===== config.mk =====
export PLATFORM = sky130hd
export DESIGN_NAME = dtes_div
export DESIGN_NICKNAME = d
export VERILOG_FILES = /design/src/hdl/dtes_pkg.sv /design/src/hdl/dtes_div.sv
export SDC_FILE = /design/constraint.sdc
export NUM_CORES = 2
export LEC_CHECK = 0
export BUFFER_PORTS_ARGS = -buffer_cell sky130_fd_sc_hd__buf_2
export CAP_MARGIN = 0
export CORE_UTILIZATION = 65
export DETAILED_ROUTE_END_ITERATION = 7
export PLACE_DENSITY = 0.85
export SYNTH_ARGS = -nofsm -noshare
export SYNTH_HDL_FRONTEND = slang
export SYNTH_SLANG_ARGS = --single-unit
export TNS_END_PERCENT = 30

===== constraint.sdc =====
create_clock -name i_clk -period 8.5 [get_ports i_clk]
set_clock_uncertainty 0.1 [all_clocks]
set_input_delay 1.7 -clock i_clk [delete_from_list [all_inputs] [get_ports i_clk]]
set_output_delay 1.7 -clock i_clk [all_outputs]
set_load 0.05 [all_outputs]

===== src/hdl/dtes_pkg.sv =====
`timescale 1ns / 1ps
// Package for the depth triangle edge setup block.
// Holds widths, opcodes, divider latency and the side-path payload types.
package dtes_pkg;

    localparam int COORD_W = 14;               // vertex x/y, quarter pixels
    localparam int DIFF_W  = COORD_W + 1;      // coordinate difference
    localparam int Z_W     = 32;               // depth, s15.16
    localparam int ZDIFF_W = Z_W + 1;          // depth difference
    localparam int NUM_W   = 35;               // signed dividend
    localparam int MAG_W   = NUM_W - 1;        // dividend magnitude
    localparam int DMAG_W  = DIFF_W - 1;       // divisor magnitude
    localparam int PROD_W  = 2 * DIFF_W;       // cross product term
    localparam int WORD_W  = 32;
    localparam int DIV_LAT = MAG_W + 2;        // magnitude stage, bit stages, saturate
    localparam int NWORDS  = 12;
    localparam int CNT_W   = 4;

    localparam logic [7:0] OP_DEPTH = 8'h09;
    localparam logic [7:0] OP_FLAT  = 8'h08;
    localparam logic [CNT_W-1:0] NW_DEPTH = 4'd12;
    localparam logic [CNT_W-1:0] NW_FLAT  = 4'd8;

    typedef struct packed {
        logic signed [COORD_W-1:0] x1;
        logic signed [COORD_W-1:0] x2;
        logic signed [COORD_W-1:0] y1;
        logic signed [COORD_W-1:0] y2;
        logic signed [COORD_W-1:0] y3;
        logic signed [DIFF_W-1:0]  dx31;
        logic signed [DIFF_W-1:0]  dy21;
        logic signed [DIFF_W-1:0]  dy31;
        logic signed [DIFF_W-1:0]  dx21;
        logic signed [Z_W-1:0]     z1;
    } t_side_in;

    typedef struct packed {
        logic signed [COORD_W-1:0] x1;
        logic signed [COORD_W-1:0] x2;
        logic signed [COORD_W-1:0] y1;
        logic signed [COORD_W-1:0] y2;
        logic signed [COORD_W-1:0] y3;
        logic signed [Z_W-1:0]     z1;
        logic                      lft;
    } t_side_out;

endpackage


===== src/hdl/dtes_div.sv =====
`timescale 1ns / 1ps
// Pipelined signed divider, one quotient bit per stage, truncating,
// zero for a zero divisor, saturating to 32 bits. Uses dtes_pkg.
module dtes_div (
    input  logic                                i_clk,
    input  logic                                i_en,
    input  logic signed [dtes_pkg::NUM_W-1:0]   i_num,
    input  logic signed [dtes_pkg::DIFF_W-1:0]  i_den,
    output logic [dtes_pkg::WORD_W-1:0]         o_quot
);

    localparam int MW = dtes_pkg::MAG_W;
    localparam int DW = dtes_pkg::DMAG_W;

    logic [MW-1:0] r_num  [0:MW];
    logic [MW-1:0] r_q    [0:MW];
    logic [DW-1:0] r_rem  [0:MW];
    logic [DW-1:0] r_den  [0:MW];
    logic          r_neg  [0:MW];
    logic          r_zero [0:MW];
    logic [dtes_pkg::WORD_W-1:0] r_quot;

    logic [dtes_pkg::NUM_W-1:0]  n_nmag;
    logic [dtes_pkg::DIFF_W-1:0] n_dmag;

    assign n_nmag = i_num[dtes_pkg::NUM_W-1] ? dtes_pkg::NUM_W'(-i_num)
                                               : dtes_pkg::NUM_W'(i_num);
    assign n_dmag = i_den[dtes_pkg::DIFF_W-1] ? dtes_pkg::DIFF_W'(-i_den)
                                                : dtes_pkg::DIFF_W'(i_den);

    // take magnitudes and sign
    always_ff @(posedge i_clk) begin
        if (i_en) begin
            r_num[0]  <= n_nmag[MW-1:0];
            r_den[0]  <= n_dmag[DW-1:0];
            r_q[0]    <= '0;
            r_rem[0]  <= '0;
            r_neg[0]  <= i_num[dtes_pkg::NUM_W-1] ^ i_den[dtes_pkg::DIFF_W-1];
            r_zero[0] <= (i_den == '0);
        end
    end

    // restoring steps, one dividend bit each
    for (genvar k = 1; k <= MW; k++) begin : g_step
        logic [DW:0] n_trial;
        logic        n_ge;
        assign n_trial = {r_rem[k-1], r_num[k-1][MW-1]};
        assign n_ge    = (n_trial >= {1'b0, r_den[k-1]});
        always_ff @(posedge i_clk) begin
            if (i_en) begin
                r_rem[k]  <= n_ge ? DW'(n_trial - {1'b0, r_den[k-1]}) : n_trial[DW-1:0];
                r_q[k]    <= {r_q[k-1][MW-2:0], n_ge};
                r_num[k]  <= {r_num[k-1][MW-2:0], 1'b0};
                r_den[k]  <= r_den[k-1];
                r_neg[k]  <= r_neg[k-1];
                r_zero[k] <= r_zero[k-1];
            end
        end
    end

    // apply sign and saturate
    always_ff @(posedge i_clk) begin
        if (i_en) begin
            if (r_zero[MW]) begin
                r_quot <= '0;
            end else if (r_neg[MW]) begin
                if (r_q[MW] > MW'(64'h8000_0000)) begin
                    r_quot <= 32'h8000_0000;
                end else begin
                    r_quot <= 32'(-r_q[MW][31:0]);
                end
            end else begin
                if (r_q[MW] > MW'(64'h7FFF_FFFF)) begin
                    r_quot <= 32'h7FFF_FFFF;
                end else begin
                    r_quot <= r_q[MW][31:0];
                end
            end
        end
    end

    assign o_quot = r_quot;

endmodule


Word-level counts from Yosys, hierarchy flattened
Memories as Yosys holds them, arrays and structs flattened.
Cells that the tools add are included.
{ "classes": {"reduce_logical": 1, "order_cmp": 36, "n_bitwise": 1, "mux": 41, "addsub": 37} }
{ "op_table": {"columns": ["cell", "n"], "rows": [
  ["15-bit by 14-bit greater-or-equal comparator with 1-bit output", 34],
  ["14-bit 2-to-1 mux", 35],
  ["14-bit subtractor", 34],
  ["32-bit 2-to-1 mux", 3],
  ["34-bit by 31-bit > comparator with 1-bit output, second input constant", 1],
  ["34-bit by 32-bit > comparator with 1-bit output, second input constant", 1],
  ["34-bit 2-to-1 mux", 1],
  ["34-bit negation", 1],
  ["32-bit negation", 1],
  ["15-bit zero test", 1],
  ["14-bit negation", 1],
  ["1-bit 2-to-1 mux", 2],
  ["1-bit bitwise XOR", 1]
]} }
{ "word_totals": {"out_inout_bits": 32, "inputBits": 52, "elab_cells": 123, "n_memories": 6, "ram_bits": 3430, "reg_bits": 32} }
{ "mem_list": {"columns": ["memory", "depth", "width", "read_ports", "rd_clocked_by_memory_dff", "write_ports", "line_no", "rtl"], "rows": [
  ["r_num", 35, 34, 34, 0, 35, "dtes_div.sv:15", "logic [MW-1:0] r_num [0:MW];"],
  ["r_q", 35, 34, 35, 0, 35, "dtes_div.sv:16", "logic [MW-1:0] r_q [0:MW];"],
  ["r_den", 35, 14, 34, 0, 35, "dtes_div.sv:18", "logic [DW-1:0] r_den [0:MW];"],
  ["r_rem", 35, 14, 34, 0, 35, "dtes_div.sv:17", "logic [DW-1:0] r_rem [0:MW];"],
  ["r_neg", 35, 1, 35, 0, 35, "dtes_div.sv:19", "logic r_neg [0:MW];"],
  ["r_zero", 35, 1, 35, 0, 35, "dtes_div.sv:20", "logic r_zero [0:MW];"]
]} }

Logic depth before layout (Yosys ltp)
An unclocked memory read counts as a cell.
{ "logic_depth": {"word_depth": 4, "mapped_depth": 11} }

Least setup slack after synthesis
No wires, ideal clock.
{ "synth_timing": {"path_kind": "input port to flip-flop", "startpoint": "in i_num[16] in the netlist's numbering", "endpoint": "mem r_num[0][28] in the netlist's numbering, data pin", "cell_stages": 6, "arrival_ns": 3.566, "setup_time_ns": 0.262, "path_slack_ns": 4.572, "cell_sequence": "or4_1 nor4_1 nand3_1 or3_1 o31ai_1 xnor2_1"} }
{ "synth_rtl": {"columns": ["element", "line_no", "rtl"], "rows": [
  ["start: declaration", "dtes_div.sv:7", "input logic signed [dtes_pkg::NUM_W-1:0] i_num,"],
  ["end: declaration", "dtes_div.sv:15", null]
]} }

==> Implementation_results.wiki <==
{| class="wikitable"
! Metric !! Value
|-
| Count of final max-slew check failures || 0
|-
| First-pass GRT wire length || 281200 um
|-
| Placement row count || 142
|-
| Critical path endpoint category || flip-flop
|-
| Residual DRC || 0
|-
| Library cells used by synthesis || 75
|-
| Type of origin of the critical path || primary input
|-
| Post-route clock period utilization || 44.56%
|-
| Unrepaired setup endpoints after global routing || no
|-
| WL/cell || 19.37 um
|-
| Number of antenna-violating nets in the routed design || 0
|-
| Total inserted antenna cells || 0
|-
| Post-Layout Inst Area || 0.1081 sq mm
|-
| Synth async-reset ratio || 0%
|-
| Ratio of cells with drive above 1 in the final layout || 11.94%
|-
| Net total in the final layout || 7511
|-
| Total Die Area || 0.1527 sq mm
|-
| Maximum level of the CTS H-tree || 4
|-
| Sequential cell area fraction in the yosys report || 68.15%
|-
| Ratio of total power to cell area || 335.0 mW/mm^2
|-
| Design internal power || 24.91 mW
|-
| Finish-stage setup viols || 0
|-
| Synth top cells by count || sky130_fd_sc_hd__edfxtp_1, sky130_fd_sc_hd__inv_1, sky130_fd_sc_hd__ha_1
|-
| Post-synth design cell area || 0.09826 sq mm
|-
| Seq pwr share || 43.0%
|-
| Net Sw Power || 11.32 mW
|-
| Switching power share of the total || 31.24%
|-
| Fillers || 9308
|-
| Predominant post-synthesis flop cell || sky130_fd_sc_hd__edfxtp_1
|-
| Die width || 390.8 um
|-
| Multi-input combinational cell area || 0.02857 sq mm
|-
| Synth Register Bits || 2230
|-
| Slew at the pin with the worst max-slew slack || 1.308 ns
|-
| Core Area || 0.1500 sq mm
|-
| DRT Wirelength || 176700 um
|-
| Clock root buffer || sky130_fd_sc_hd__clkbuf_16
|-
| Number of max-capacitance violations reported || 0
|-
| RePlAce Congestion || 0.9336
|-
| TritonCTS clock tree || yes
|-
| Required time of the critical path || 8.95 ns
|-
| Post-CTS resize count || 0
|-
| Maximum number of pins on one net before global-route repair || 198
|-
| Outcome || complete, no violations
|-
| Path class of the lowest-slack min-delay path || reg2reg
|-
| Cell area after placement || 0.1014 sq mm
|-
| Final sum of negative setup slack || 0 ns
|-
| Worst-case register-to-register setup slack || 4.79 ns
|-
| Critical path type || in2reg
|-
| Most frequent cell after synthesis || sky130_fd_sc_hd__edfxtp_1
|-
| Part of the total power dissipated in combinational logic || 31.9%
|-
| Detailed placement HPWL || 117500 um
|-
| Global-route usage over all layers || 23.15%
|-
| Headroom to the max-slew limit || 12.45%
|-
| Static leakage power || 40.41 nW
|-
| Clock transition at path regs || 0.06 ns
|-
| Area share of the largest cell type after synthesis || 68.15%
|-
| Post-Syn Nets || 7259
|-
| Number of buffers added to fix hold violations after cts || 0
|-
| Synth top area cells || sky130_fd_sc_hd__edfxtp_1, sky130_fd_sc_hd__ha_1, sky130_fd_sc_hd__mux2_2, sky130_fd_sc_hd__inv_1, sky130_fd_sc_hd__xor2_1
|-
| Syn avg cell area || 14.72 sq um
|-
| Top Ports || 84
|-
| Number of instances in the synthesized netlist || 6676
|-
| Antenna violations before repair || 0
|-
| Share of power burned in the clock network || 25.2%
|-
| Total setup buffers inserted after CTS || 0
|-
| # port buffers || 83
|-
| Number of global-route vias before repair || 54180
|-
| Clock sink total || 2230
|-
| Number of buffers between clock root and the deepest sink || 3
|-
| CP Max Fanout || 4
|-
| Reg area || 0.06696 sq mm
|-
| Starting utilization of the core area || 65.52%
|-
| Max IR drop VDD || 0.2198 mV
|-
| Per-cell via count in the routed design || 5.977
|-
| Cell taking the most area after synthesis || sky130_fd_sc_hd__edfxtp_1
|-
| Congestion Overflow GR || 0
|-
| Tmin final || 3.788 ns
|-
| Clock buffer count from CTS || 212
|-
| Worst-case setup margin in the final layout || 4.712 ns
|-
| Insertion delay to the later sink of the worst-skew pair || 0.85 ns
|-
| Peak clock frequency supported by timing || 0.2640 GHz
|-
| Relative area change from synthesis to final layout || 10.06%
|-
| Worst Setup Slack post-DPL || 3.840 ns
|-
| EDFF count, synth || 2230
|-
| Detailed-route via count || 54540
|-
| Endpoints failing hold || 0
|-
| Number of warnings reported in the yosys synthesis log || 0
|-
| DIE HEIGHT || 390.8 um
|-
| Initial DRC Count || 4648
|-
| Number of detailed-routing iterations run before antenna repair || 6
|-
| Post-route worst hold slack || 0.2929 ns
|-
| Crit path arrival time || 4.24 ns
|}
==> cell usage in the layout, fill, tap and decap left out, types with 23 or more instances in the layout <==
cell and instances:
sky130_fd_sc_hd__nand2b_1 25, sky130_fd_sc_hd__a311oi_1 32, sky130_fd_sc_hd__o211ai_1 46, sky130_fd_sc_hd__and3_1 30
sky130_fd_sc_hd__nand2_1 246, sky130_fd_sc_hd__nand3_1 110, sky130_fd_sc_hd__xnor2_1 156, sky130_fd_sc_hd__o21ai_0 233
sky130_fd_sc_hd__mux2_2 365, sky130_fd_sc_hd__nand4_1 67, sky130_fd_sc_hd__a211oi_1 56, sky130_fd_sc_hd__buf_2 82
sky130_fd_sc_hd__fa_1 32, sky130_fd_sc_hd__o31ai_1 47, sky130_fd_sc_hd__inv_1 626, sky130_fd_sc_hd__mux2i_1 42
sky130_fd_sc_hd__clkinv_1 53, sky130_fd_sc_hd__o221ai_1 38, sky130_fd_sc_hd__nor3_1 130, sky130_fd_sc_hd__buf_4 40
sky130_fd_sc_hd__clkinv_2 39, sky130_fd_sc_hd__xor2_1 171, sky130_fd_sc_hd__nor2_1 367, sky130_fd_sc_hd__nor2b_1 69
sky130_fd_sc_hd__o31a_1 35, sky130_fd_sc_hd__and2_1 31, sky130_fd_sc_hd__a21o_1 60, sky130_fd_sc_hd__edfxtp_1 2230
sky130_fd_sc_hd__a221o_1 23, sky130_fd_sc_hd__or3_1 35, sky130_fd_sc_hd__a211o_1 25, sky130_fd_sc_hd__clkbuf_16 214
sky130_fd_sc_hd__ha_1 499, sky130_fd_sc_hd__clkbuf_1 39, sky130_fd_sc_hd__a21oi_1 293, sky130_fd_sc_hd__a31oi_1 84
sky130_fd_sc_hd__o21a_1 79
==> path summary, 6_finish.rpt <==
check / from / end / depth (start not counted)
min reg2reg: r_num[5][32] / r_num[6][33] / 0
max reg2reg: r_rem[1][6] / r_rem[2][1] / 6
max: i_num[16] / r_num[0][27] / 7
min: r_num[5][32] / r_num[6][33] / 0
==> critical path, stage by stage <==
cell	delay, ns
sky130_fd_sc_hd__buf_2	0.12
sky130_fd_sc_hd__or4_1	0.58
sky130_fd_sc_hd__nor4_1	0.53
sky130_fd_sc_hd__nand4_1	0.46
sky130_fd_sc_hd__or2_2	0.43
sky130_fd_sc_hd__o21ai_0	0.26
sky130_fd_sc_hd__xnor2_1	0.15
==> power groups by stage <==
| stage | logic, mW | clock network, mW | registers (mW) |
|---|---|---|---|
| 3_3_place_gp | 10.9 | 0 | 15.7 |
| 6_report | 11.5 | 9.12 | 15.6 |
| 5_1_grt | 12.6 | 9.72 | 15.7 |
| 2_1_floorplan | 8.68 | 0 | 15.3 |
| 4_1_cts | 11.4 | 9.30 | 15.6 |
| 3_5_place_dp | 11.2 | 0 | 15.7 |
==> kinds of logic (layout without fill, tap and decap cells) <==
kind of cell    Yosys count  count (layout)  synth area share, %
xor+xnor                327             327                2.915
compound gates         1253            1253                8.616
flops                  2230            2230                68.15
buf+inv                 722            1154                2.768
simple gates           1206            1206                5.930
fa+ha+maj               531             531                7.006
mux                     407             407                4.611
==> through the flow <==
step / instances / power [mW] / util, %
global route: 9124 / 38.07 / 72.12
finish: 9124 / 36.23 / 72.12
floorplan: 6676 / 23.97 / -
CTS: 9124 / 36.28 / 72.12
global placement: 8730 / 26.57 / 67.59
detailed placement: 8730 / 26.97 / 67.59
==> state kept, by name (all words and copies together), names as in the netlist <==
name and flops:
o_quot 32, r_den 476, r_zero 35, r_neg 35
r_rem 462, r_q 595, r_num 595
==> final cells by class <==
| class | instances | share of cell area, % |
|---|---|---|
| Clock buffer | 253 | 5.087 |
| Clock inverter | 141 | 1.186 |
| Inverter | 626 | 2.173 |
| Multi-Input combinational cell | 3724 | 26.42 |
| Sequential cell | 2230 | 61.92 |
| Tap cell | 2016 | 2.333 |
| Timing Repair Buffer | 134 | 0.8793 |
==> layer usage <==
| layer | up-vias | global-route usage, % | share of wire, % |
|---|---|---|---|
| met5 | - | 0 | 0 |
| met4 | 0 | 7.629 | 2.7 |
| met3 | 342 | 3.175 | 4.8 |
| met2 | 1581 | 40.83 | 51 |
| met1 | 26640 | 29.55 | 41 |
| li1 | 25970 | - | - |
Power figures use the tool's default switching activity.
